### src/sliding_window_average_macros.svh
// Assertion macros shared by the sliding window average RTL.
// Self-contained; included by the files that carry assertions.
`ifndef SLIDING_WINDOW_AVERAGE_MACROS_SVH
`define SLIDING_WINDOW_AVERAGE_MACROS_SVH
`ifndef SYNTHESIS
// same-cycle implication, disabled during reset
`define SWA_ASSERT_IMPL(label, clk, rst, ante, cons) \
   label: assert property (@(posedge clk) disable iff (rst) (ante) |-> (cons)) \
      else $error("swa assertion failed");
// next-cycle implication, disabled during reset
`define SWA_ASSERT_NEXT(label, clk, rst, ante, cons) \
   label: assert property (@(posedge clk) disable iff (rst) (ante) |=> (cons)) \
      else $error("swa assertion failed");
`else
`define SWA_ASSERT_IMPL(label, clk, rst, ante, cons)
`define SWA_ASSERT_NEXT(label, clk, rst, ante, cons)
`endif
`endif

### src/swa_pkg.sv
// Shared constants and types for the sliding window average block.
// No dependencies.
package swa_pkg;

   localparam int WINDOW_MAX_DEF  = 16;
   localparam int SAMPLE_BITS_DEF = 16;

   // window length register
   localparam int              CFG_BITS         = 5;
   localparam logic [CFG_BITS-1:0] WINDOW_LEN_RESET = 5'd4;

   typedef enum logic [1:0] {
      ST_IDLE,
      ST_READ,
      ST_DIV,
      ST_OUT
   } state_type;

endpackage

### src/sliding_window_average.sv
// Sliding window average top level: delay line RAM, accumulate sequencer, divider.
// Depends on swa_pkg, swa_ram, swa_div and sliding_window_average_macros.svh.
//
//   channel   dir   handshake            payload
//   req_      in    req_valid/req_ready  req_sample, req_start_req
//   rsp_      out   rsp_valid/rsp_ready  rsp_average
//   csr_      in    csr_valid/csr_ready  csr_window_len
//
// A beat that leaves the window short of full keeps the sequencer idle.
// A beat that yields an average holds the block for L reads on the RAM read port,
// L being the effective window length, then for the divider at one quotient bit
// per cycle.
// Synchronous active-high reset clears fill count, write pointer and window length
// (back to 4); the delay line is not cleared. A waiting average does not block the
// next request beat; the sequencer holds before the output load.
`include "sliding_window_average_macros.svh"
module sliding_window_average #(
   parameter int WINDOW_MAX  = swa_pkg::WINDOW_MAX_DEF,
   parameter int SAMPLE_BITS = swa_pkg::SAMPLE_BITS_DEF
) (
   input  logic                          clock,
   input  logic                          reset,
   // request channel
   input  logic                          req_valid,
   output logic                          req_ready,
   input  logic signed [SAMPLE_BITS-1:0] req_sample,
   input  logic                          req_start_req,
   // response channel
   output logic                          rsp_valid,
   input  logic                          rsp_ready,
   output logic signed [SAMPLE_BITS-1:0] rsp_average,
   // window length register
   input  logic                          csr_valid,
   output logic                          csr_ready,
   input  logic [swa_pkg::CFG_BITS-1:0]  csr_window_len
);

   localparam int LEN_BITS = $clog2(WINDOW_MAX + 1);
   localparam int PTR_BITS = $clog2(WINDOW_MAX);
   // wide enough for WINDOW_MAX samples plus sign headroom
   localparam int SUM_BITS = SAMPLE_BITS + $clog2(WINDOW_MAX) + 1;

   swa_pkg::state_type state_ff, state_in;

   logic [swa_pkg::CFG_BITS-1:0] wlen_ff, wlen_in;
   logic [LEN_BITS-1:0]          fill_ff, fill_in;
   logic [PTR_BITS-1:0]          wp_ff, wp_in;
   logic [PTR_BITS-1:0]          rd_ptr_ff, rd_ptr_in;
   logic [LEN_BITS-1:0]          len_ff, len_in;
   logic [LEN_BITS-1:0]          iss_ff, iss_in;
   logic                         rd_vld_ff, rd_vld_in;
   logic signed [SUM_BITS-1:0]   sum_ff, sum_in;
   logic                         rsp_valid_ff, rsp_valid_in;
   logic [SAMPLE_BITS-1:0]       avg_ff, avg_in;

   logic [LEN_BITS-1:0]          eff_len;
   logic [LEN_BITS-1:0]          fill_base;
   logic                         req_beat;
   logic                         ram_rd_en;
   logic [SAMPLE_BITS-1:0]       ram_rd_data;
   logic                         div_start;
   logic                         div_done;
   logic signed [SUM_BITS-1:0]   div_quo;

   assign req_beat  = req_valid && req_ready;
   assign csr_ready = 1'b1;

   // window length as used: zero means one, clamp at WINDOW_MAX
   always_comb begin
      if (wlen_ff == '0) begin
         eff_len = LEN_BITS'(1);
      end else if (32'(wlen_ff) > WINDOW_MAX) begin
         eff_len = LEN_BITS'(WINDOW_MAX);
      end else begin
         eff_len = LEN_BITS'(wlen_ff);
      end
   end

   // sequencer
   always_comb begin
      state_in     = state_ff;
      wlen_in      = wlen_ff;
      fill_in      = fill_ff;
      wp_in        = wp_ff;
      rd_ptr_in    = rd_ptr_ff;
      len_in       = len_ff;
      iss_in       = iss_ff;
      rd_vld_in    = 1'b0;
      sum_in       = sum_ff;
      avg_in       = avg_ff;
      ram_rd_en    = 1'b0;
      div_start    = 1'b0;
      req_ready    = 1'b0;
      fill_base    = req_start_req ? '0 : fill_ff;
      rsp_valid_in = rsp_valid_ff && !rsp_ready;

      if (csr_valid && csr_ready) begin
         wlen_in = csr_window_len;
      end

      unique case (state_ff)
         swa_pkg::ST_IDLE: begin
            req_ready = 1'b1;
            if (req_valid) begin
               // fill count saturates; start flag restarts it at this beat
               fill_in   = (fill_base < LEN_BITS'(WINDOW_MAX)) ? fill_base + 1'b1
                                                               : fill_base;
               wp_in     = (wp_ff == PTR_BITS'(WINDOW_MAX - 1)) ? '0 : wp_ff + 1'b1;
               rd_ptr_in = wp_ff;
               len_in    = eff_len;
               iss_in    = '0;
               sum_in    = '0;
               if (fill_in >= eff_len) begin
                  state_in = swa_pkg::ST_READ;
               end
            end
         end
         swa_pkg::ST_READ: begin
            // walk back from the newest slot, one read per cycle
            if (iss_ff != len_ff) begin
               ram_rd_en = 1'b1;
               rd_vld_in = 1'b1;
               iss_in    = iss_ff + 1'b1;
               rd_ptr_in = (rd_ptr_ff == '0) ? PTR_BITS'(WINDOW_MAX - 1)
                                             : rd_ptr_ff - 1'b1;
            end
            if (rd_vld_ff) begin
               sum_in = sum_ff + SUM_BITS'(signed'(ram_rd_data));
            end else if (iss_ff == len_ff) begin
               div_start = 1'b1;
               state_in  = swa_pkg::ST_DIV;
            end
         end
         swa_pkg::ST_DIV: begin
            if (div_done) begin
               state_in = swa_pkg::ST_OUT;
            end
         end
         swa_pkg::ST_OUT: begin
            // load only once the previous average has left
            if (!rsp_valid_ff || rsp_ready) begin
               rsp_valid_in = 1'b1;
               avg_in       = div_quo[SAMPLE_BITS-1:0];
               state_in     = swa_pkg::ST_IDLE;
            end
         end
         default: begin
            state_in = swa_pkg::ST_IDLE;
         end
      endcase
   end

   always_ff @(posedge clock) begin
      if (reset) begin
         state_ff     <= swa_pkg::ST_IDLE;
         wlen_ff      <= swa_pkg::WINDOW_LEN_RESET;
         fill_ff      <= '0;
         wp_ff        <= '0;
         iss_ff       <= '0;
         rd_vld_ff    <= 1'b0;
         rsp_valid_ff <= 1'b0;
      end else begin
         state_ff     <= state_in;
         wlen_ff      <= wlen_in;
         fill_ff      <= fill_in;
         wp_ff        <= wp_in;
         iss_ff       <= iss_in;
         rd_vld_ff    <= rd_vld_in;
         rsp_valid_ff <= rsp_valid_in;
      end
   end

   always_ff @(posedge clock) begin
      rd_ptr_ff <= rd_ptr_in;
      len_ff    <= len_in;
      sum_ff    <= sum_in;
      avg_ff    <= avg_in;
   end

   swa_ram #(
      .WIDTH (SAMPLE_BITS),
      .DEPTH (WINDOW_MAX)
   ) u_delay_line (
      .clock   (clock),
      .wr_en   (req_beat),
      .wr_addr (wp_ff),
      .wr_data (req_sample),
      .rd_en   (ram_rd_en),
      .rd_addr (rd_ptr_ff),
      .rd_data (ram_rd_data)
   );

   swa_div #(
      .SUM_BITS (SUM_BITS),
      .LEN_BITS (LEN_BITS)
   ) u_div (
      .clock    (clock),
      .reset    (reset),
      .start    (div_start),
      .dividend (sum_ff),
      .divisor  (len_ff),
      .done     (div_done),
      .quotient (div_quo)
   );

   assign rsp_valid   = rsp_valid_ff;
   assign rsp_average = avg_ff;

   // a busy sequencer always has a full window behind it
   `SWA_ASSERT_IMPL(a_busy_full, clock, reset, state_ff != swa_pkg::ST_IDLE, fill_ff >= len_ff)
   // never more reads than the window length
   `SWA_ASSERT_IMPL(a_iss_bound, clock, reset, state_ff == swa_pkg::ST_READ, iss_ff <= len_ff)
   // divider finishes only while the sequencer waits on it
   `SWA_ASSERT_IMPL(a_div_owner, clock, reset, div_done, state_ff == swa_pkg::ST_DIV)
   // fill count saturates at the delay line depth
   `SWA_ASSERT_IMPL(a_fill_sat, clock, reset, 1'b1, fill_ff <= LEN_BITS'(WINDOW_MAX))

endmodule

### src/swa_ram.sv
// Generic single-write, single-read RAM with registered read data.
// No dependencies.
module swa_ram #(
   parameter int WIDTH = 16,
   parameter int DEPTH = 16
) (
   input  logic                     clock,
   input  logic                     wr_en,
   input  logic [$clog2(DEPTH)-1:0] wr_addr,
   input  logic [WIDTH-1:0]         wr_data,
   input  logic                     rd_en,
   input  logic [$clog2(DEPTH)-1:0] rd_addr,
   output logic [WIDTH-1:0]         rd_data
);

   logic [WIDTH-1:0] mem [DEPTH];
   logic [WIDTH-1:0] rd_data_ff;

   always_ff @(posedge clock) begin
      if (wr_en) begin
         mem[wr_addr] <= wr_data;
      end
      if (rd_en) begin
         rd_data_ff <= mem[rd_addr];
      end
   end

   assign rd_data = rd_data_ff;

endmodule

### src/swa_div.sv
// Restoring signed divider, one quotient bit per cycle, truncates toward zero.
// Depends on sliding_window_average_macros.svh.
`include "sliding_window_average_macros.svh"
module swa_div #(
   parameter int SUM_BITS = 21,
   parameter int LEN_BITS = 5
) (
   input  logic                       clock,
   input  logic                       reset,
   input  logic                       start,
   input  logic signed [SUM_BITS-1:0] dividend,
   input  logic [LEN_BITS-1:0]        divisor,
   output logic                       done,
   output logic signed [SUM_BITS-1:0] quotient
);

   localparam int CNT_BITS = $clog2(SUM_BITS + 1);

   logic                busy_ff, busy_in;
   logic                done_ff, done_in;
   logic [CNT_BITS-1:0] cnt_ff, cnt_in;
   logic                neg_ff, neg_in;
   logic [SUM_BITS-1:0] acc_ff, acc_in;
   logic [LEN_BITS-1:0] rem_ff, rem_in;
   logic [LEN_BITS-1:0] dsr_ff, dsr_in;
   logic [SUM_BITS-1:0] quo_ff, quo_in;

   logic [LEN_BITS:0]   trial;
   logic [LEN_BITS:0]   diff;
   logic                qbit;
   logic [SUM_BITS-1:0] acc_step;

   always_comb begin
      trial    = {rem_ff, acc_ff[SUM_BITS-1]};
      diff     = trial - {1'b0, dsr_ff};
      qbit     = (trial >= {1'b0, dsr_ff});
      acc_step = {acc_ff[SUM_BITS-2:0], qbit};

      busy_in = busy_ff;
      done_in = 1'b0;
      cnt_in  = cnt_ff;
      neg_in  = neg_ff;
      acc_in  = acc_ff;
      rem_in  = rem_ff;
      dsr_in  = dsr_ff;
      quo_in  = quo_ff;

      if (start) begin
         busy_in = 1'b1;
         cnt_in  = '0;
         neg_in  = dividend[SUM_BITS-1];
         acc_in  = dividend[SUM_BITS-1] ? (~dividend + 1'b1) : dividend;
         rem_in  = '0;
         dsr_in  = divisor;
      end else if (busy_ff) begin
         acc_in = acc_step;
         rem_in = qbit ? diff[LEN_BITS-1:0] : trial[LEN_BITS-1:0];
         cnt_in = cnt_ff + 1'b1;
         if (cnt_ff == CNT_BITS'(SUM_BITS - 1)) begin
            busy_in = 1'b0;
            done_in = 1'b1;
            quo_in  = neg_ff ? (~acc_step + 1'b1) : acc_step;
         end
      end
   end

   always_ff @(posedge clock) begin
      if (reset) begin
         busy_ff <= 1'b0;
         done_ff <= 1'b0;
      end else begin
         busy_ff <= busy_in;
         done_ff <= done_in;
      end
   end

   always_ff @(posedge clock) begin
      cnt_ff <= cnt_in;
      neg_ff <= neg_in;
      acc_ff <= acc_in;
      rem_ff <= rem_in;
      dsr_ff <= dsr_in;
      quo_ff <= quo_in;
   end

   assign done     = done_ff;
   assign quotient = quo_ff;

   // remainder always stays below the divisor
   `SWA_ASSERT_IMPL(a_rem_below_dsr, clock, reset, busy_ff, rem_ff < dsr_ff)
   // done is a single-cycle pulse
   `SWA_ASSERT_NEXT(a_done_pulse, clock, reset, done_ff, !done_ff)
   // a start always launches an iteration run
   `SWA_ASSERT_NEXT(a_start_busy, clock, reset, start, busy_ff)

endmodule

### config.mk
export PLATFORM = sky130hd
export DESIGN_NAME = sliding_window_average
export DESIGN_NICKNAME = d
export VERILOG_FILES = /design/src/swa_pkg.sv /design/src/sliding_window_average.sv /design/src/swa_ram.sv /design/src/swa_div.sv
export VERILOG_INCLUDE_DIRS = /design/src /design/src/src
export SDC_FILE = /design/constraint.sdc
export NUM_CORES = 1
export LEC_CHECK = 0
export BUFFER_PORTS_ARGS = -buffer_cell sky130_fd_sc_hd__buf_2
export CORE_UTILIZATION = 50
export CTS_CLUSTER_DIAMETER = 80
export DETAILED_ROUTE_END_ITERATION = 6
export GPL_TIMING_DRIVEN = 0
export HOLD_SLACK_MARGIN = 0.05
export PLACE_DENSITY = 0.7
export SYNTH_ARGS = -nofsm -noshare
export SYNTH_HDL_FRONTEND = slang
export SYNTH_SLANG_ARGS = --single-unit
### constraint.sdc
create_clock -name clock -period 4.6 [get_ports clock]
set_input_delay 0.69 -clock clock [delete_from_list [all_inputs] [get_ports clock]]
set_output_delay 0.69 -clock clock [all_outputs]
set_load 0.03 [all_outputs]
# Yosys cells after proc, flatten, opt, wreduce, memory -nomap -nowiden
# Memory sizes are Yosys's and may differ from the RTL's. A register that Yosys moved wholly into a read port is not among the register bits.
# Index checks and enable logic that the tools add are counted.
totals:
  register_bits: 124
  ramBits: 256
  inputBits: 27
  output_inout_bits: 19
  memories: 1
classes:
  add_sub_neg: 9
  order_cmp: 4
  eq_ne: 15
  mux: 41
  bitwise_logic: 4
  reduce_logical: 17
mem_list:
  columns: ["memory", "words", "word_bits", "read_ports", "rd_ports_with_merged_regs", "write_ports", "line", "rtl"]
  rows:
  - ["u_delay_line.mem", 16, 16, 1, 1, 1, "swa_ram.sv:16", "logic [WIDTH-1:0] mem [DEPTH];"]
op_table:
  columns: ["operator", "n"]
  rows:
  - ["21-bit 2-to-1 mux", 5]
  - ["21-bit case mux with 2 select lines", 1]
  - ["5-bit 2-to-1 mux", 7]
  - ["21-bit by 1-bit adder with 21-bit output, second input constant", 1]
  - ["21-bit by 16-bit adder with 21-bit output", 1]
  - ["21-bit inverter", 1]
  - ["16-bit by 1-bit adder with 16-bit output, second input constant", 1]
  - ["16-bit 2-to-1 mux", 1]
  - ["4-bit 2-to-1 mux", 4]
  - ["16-bit inverter", 1]
  - ["5-bit by 1-bit adder with 5-bit output, second input constant", 3]
  - ["1-bit 2-to-1 mux", 14]
  - ["2-bit inequality test, second input constant", 7]
  - ["2-bit 2-to-1 mux", 6]
  - ["5-bit case mux with 2 select lines", 1]
  - ["3-bit AND reduction", 3]
  - ["2-bit case mux with 4 select lines", 1]
  - ["4-bit case mux with 2 select lines", 1]
  - ["6-bit by 5-bit greater-or-equal comparator with 1-bit output", 1]
  - ["6-bit AND reduction", 1]
  - ["5-bit equality test", 1]
  - ["5-bit equality test, second input constant", 1]
  - ["5-bit greater-or-equal comparator", 1]
  - ["5-bit > comparator, second input constant", 1]
  - ["19 further kinds", 25]

# Logic depth before layout (Yosys ltp)
logic_depth:
  ltp_word: 7
  mapped_depth: 13

# Cells and area by module
# A second synthesis with hierarchy kept.
unflattened:
  cells_unflattened: 1142
  hier_area_um2: 17506.8
by_module_without_submodules:
  columns: ["module", "n_inst", "cells_per_inst", "area_per_inst_um2", "seq_area_each_um2"]
  rows:
  - ["swa_ram", 1, 432, 10203.5, 8167.8]
  - ["sliding_window_average", 1, 408, 4078.9, 1841.8]
  - ["swa_div", 1, 302, 3224.3, 1681.6]

# Least setup slack after synthesis
# Ideal clock, no wire load.
synth_path:
  path_type: "register -> register"
  startpoint: "register state_ff[0]"
  endpoint: "memory u_delay_line.mem[2][0] (enable)"
  t_arrival_ns: 2.888
  path_slack_ns: 1.303
  path_stages_with_launch: 8
  path_buffers: 1
  synth_period_minus_slack_ns: 3.297
  cell_sequence: "dfxtp_1 inv_1 ha_1 nand2_1 inv_1 buf_1 nand2_1 nor3_1"
synth_between:
  elab_chain_len: 5
synth_rtl:
  columns: ["item", "line", "rtl"]
  rows:
  - ["start, declared", "sliding_window_average.sv:43", "swa_pkg::state_type state_ff, state_in;"]
  - ["start signal, assigned", "sliding_window_average.sv:155", "state_ff <= swa_pkg::ST_IDLE;"]
  - ["start signal, assigned", "sliding_window_average.sv:163", "state_ff <= state_in;"]
  - ["2-bit logical NOT", "sliding_window_average.sv:101", "unique case (state_ff)"]
  - ["1-bit 2-to-1 mux", "sliding_window_average.sv:101", null]
  - ["named net req_ready", "sliding_window_average.sv:25", "output logic req_ready,"]
  - ["1-bit logical AND", "sliding_window_average.sv:65", "assign req_beat = req_valid && req_ready;"]
  - ["named net req_beat", "sliding_window_average.sv:58", "logic req_beat;"]
  - ["1-bit 2-to-1 mux", "swa_ram.sv:20", "if (wr_en) begin"]
  - ["1-bit 2-to-1 mux (not written as such)", "swa_ram.sv:21", "mem[wr_addr] <= wr_data;"]
  - ["end, declared", "swa_ram.sv:16", null]
# The timed path passes the listed nets, and every way through them passes these cells.

# Worst setup path after layout
layout_path:
  startpoint: "register state_ff[0]"
  endpoint: "memory u_delay_line.mem[2][13] (enable)"
layout_between:
  elab_chain_len: 5
layout_rtl:
  columns: ["item", "line"]
  rows:
  - ["2-bit logical NOT", "sliding_window_average.sv:101"]
  - ["1-bit 2-to-1 mux", "sliding_window_average.sv:101"]
  - ["1-bit logical AND", "sliding_window_average.sv:65"]
  - ["named net req_beat", "sliding_window_average.sv:58"]
  - ["1-bit 2-to-1 mux", "swa_ram.sv:20"]
  - ["1-bit 2-to-1 mux (not written as such)", "swa_ram.sv:21"]
# The timed path passes the listed nets, and every way through them passes these cells.

==> results.md <==
* Antenna Violating Nets Remaining at 0
* Post-CTS setup repair buffer count at 0
* Num CTS Buffers at 42
* Residual DRC at 0
* Critical Path AT at 3.66 ns
* Asr flop ratio synth at 0%
* Worst-Margin Slew at 1.26 ns
* First-pass GRT wire length at 53200 um
* Vias/cell at 5.69
* Final setup viols at 0
* GRT busiest layer: met2
* Routed WL at 34400 um
* HP Class: in2reg
* DIE AREA at 34900 um2
* Rows at 67
* Post-CTS resize count at 0
* Worst path slowest cell: nor3_2
* Max Fclk at 292 MHz
* Syn Nets at 1144
* Top-count cell post-synth: edfxtp_1
* Clk Tree Root Cell: clkbuf_16
* Post-route minimum period at 3.42 ns
* VDD IR max at 0.000406 V
* RSZ-0062 raised after global routing: false
* I/O pin count at 46
* Port Buffers at 43
* Clk pin slew, worst setup/hold paths at 0.06 ns
* Worst EP required at 4.84 ns
* Max Buffers Root-to-Sink at 3
* Total GRT Usage at 20.0%
* DRT Pass-1 Iters at 6
* Initial Util at 50.9%
* Ys Warns at 0
* DR iter-0 viols at 636
* Top cells by area, synth: edfxtp_1 (64%), mux4_2 (11%), dfxtp_1 (4.1%), ha_1 (3.4%), nand2_1 (1.7%)
* Distinct cells, synth at 56
* Top-area cell type share of the netlist area at 63.5%
* Placed Cells at 1579
* Hold Crit Depth at 2
* Die Y at 187 um
* Area delta synth->final at 14.4%
* R2r setup slk at 1.18 ns
* N_diodes at 0
* Max-cap violation count at 0
* Core region area at 33500 um2
* CTS tree: built
* DR WL/cell at 20.8 um
* Status: finished clean
* GRT met2 Usage at 35.4%
* Post-Syn Area at 17100 um2
* Total power at 0.0113 W
* Post-synthesis sequential area ratio at 67.6%
* Net count, final at 1250
* GPL Wtd Cong at 0.826
* Setup Skew at 0.0391 ns
* Crit end category: flip-flop
* Share of cells above drive strength 1 at 20.0%
* Largest net degree at the start of global routing at 22
* Detailed placement HPWL at 22900 um
* Leakage at 6.69 nW
* Reg2reg path depth at 8
* Startpoint Class: flip-flop
* Vias in the first global route at 9466
* Hold endpoint: wlen_ff[2]
* Period utilisation layout at 74.3%
* Hold Startpoint: csr_window_len[2]
* Met3 track demand over resource at 3.84%
* Post-Syn Instances at 1069
* Post-route insts no fill at 1653
* Crit path max fanout at 14
* Synth Flop Type: edfxtp_1
* Pwr/cell area at 580 nW/um2
* Die width at 187 um
* Avg Cell Area, Syn at 16.0 um2
* Count of pins over their slew limit at 0
* Met1 GRT Util at 24.6%
* Reg-to-Reg End: u_delay_line.mem[2][13]
* Post-synth EDFFs at 361
* Worst stage delay on the critical path at 0.80 ns
* Synth area leader: edfxtp_1
* Final hold violations at 0
* Initial antenna violation count at 2
* TritonCTS Sinks at 396
* FF+latch count, synth at 396
* H-tree depth at 2
* Vias at 9404
* Cell Chain, Critical Path: inv_1 > ha_1 > nand2_1 > inv_1 > buf_1 > nand2_1 > nor3_2 > buf_6
* Slew HR at 15.9%
* Total gr overflow at 0
* Synth top cells by count: edfxtp_1 (361), mux4_2 (80), nand2_1 (78)
* Critical R2R Launch: state_ff[0]
* Worst-Skew Late Latency at 0.55 ns
* CP Class: reg2reg
* CTS Hold Bufs at 0
## per-stage QoR
stage | util [%] | TNS (ns) | area [um2] | setup slack, ns | hold slack, ns
after floorplan | - | 0 | 17100 | 1.30 | 0.400
after global placement | 53.2 | -6.46 | 17800 | -0.167 | 0.402
after detailed placement | 54.2 | 0 | 18200 | 1.19 | 0.406
after CTS | 58.2 | 0 | 19500 | 1.23 | 0.347
after global routing | 58.2 | 0 | 19500 | 0.967 | 0.350
final | 58.2 | 0 | 19500 | 1.18 | 0.352
## power breakdown
part / switching, W / leakage (nW) / internal [W] / total [W]
clock network: 0.00135 / 0.661 / 0.00195 / 0.00330
logic: 0.00187 / 2.45 / 0.00153 / 0.00340
registers: 0.000258 / 3.58 / 0.00436 / 0.00461
total: 0.00348 / 6.69 / 0.00783 / 0.0113
## area by class of cell
class                      instances  area [um2]
tap                              448         561
clock buffer                      52        1110
timing repair buffer              62         478
fill                            2529       14000
clock inverter                    22         248
buffer                            39         159
inverter                          35         131
sequential                       396       11500
multi-input combinational        599        5290
## cell usage in the layout (no fill, tap or decap), types with 13 or more instances in the layout
cell type	n
nor2b_1	13
nand2_1	78
mux4_2	80
a21oi_1	36
nor2_1	55
nor3_1	16
xor2_1	32
xnor2_1	30
buf_8	14
clkbuf_16	43
inv_1	34
ha_1	46
dfxtp_1	35
clkbuf_1	32
and2_1	14
nand2b_1	18
edfxtp_1	361
o21ai_0	41
buf_2	50
## routing by layer
metal | up-vias | part of all wire, %
li1 | 4347 | -
met1 | 4707 | 40
met2 | 267 | 52
met3 | 79 | 5.4
met4 | 4 | 3.0
met5 | - | 0.090
## state kept, by name (all words and copies together) (netlist names), 16 cells and up
name / cells
u_delay_line.mem: 256
sum_ff: 21
u_div.acc_ff: 21
rsp_average: 16
u_delay_line.rd_data: 16
u_div.quotient: 16
## worst max-delay path by stage
stage | startpoint | end | depth (start not counted)
after floorplan | state_ff[0] | u_delay_line.mem[2][0] | 7
after global placement | req_valid | u_delay_line.mem[2][11] | 6
after detailed placement | req_valid | u_delay_line.mem[0][11] | 7
after CTS | state_ff[0] | u_delay_line.mem[1][11] | 8
after global routing | state_ff[0] | u_delay_line.mem[0][5] | 8
final | state_ff[0] | u_delay_line.mem[2][13] | 8
## critical path, delay by kind of cell (launching register included)
family,cells,cell delay [ns]
simple gates,3,1.36
fa+ha+maj,1,0.30
flops,1,0.34
buf+inv,4,1.12
## cell families (layout without fill, tap and decap cells)
logic type	count (synthesis)	in the layout	share of synthesized area, %
multiplexers	94	94	11.4
other	1	1	0.0220
AO/OA/AOI/OAI	141	141	5.17
XOR/XNOR	62	62	3.18
AND/OR/NAND/NOR	253	253	7.29
flip-flops	396	396	67.6
buffers and inverters	74	210	1.70
adder cells (fa/ha/maj)	48	48	3.61
Note: power is estimated with default switching activity, not from simulation.
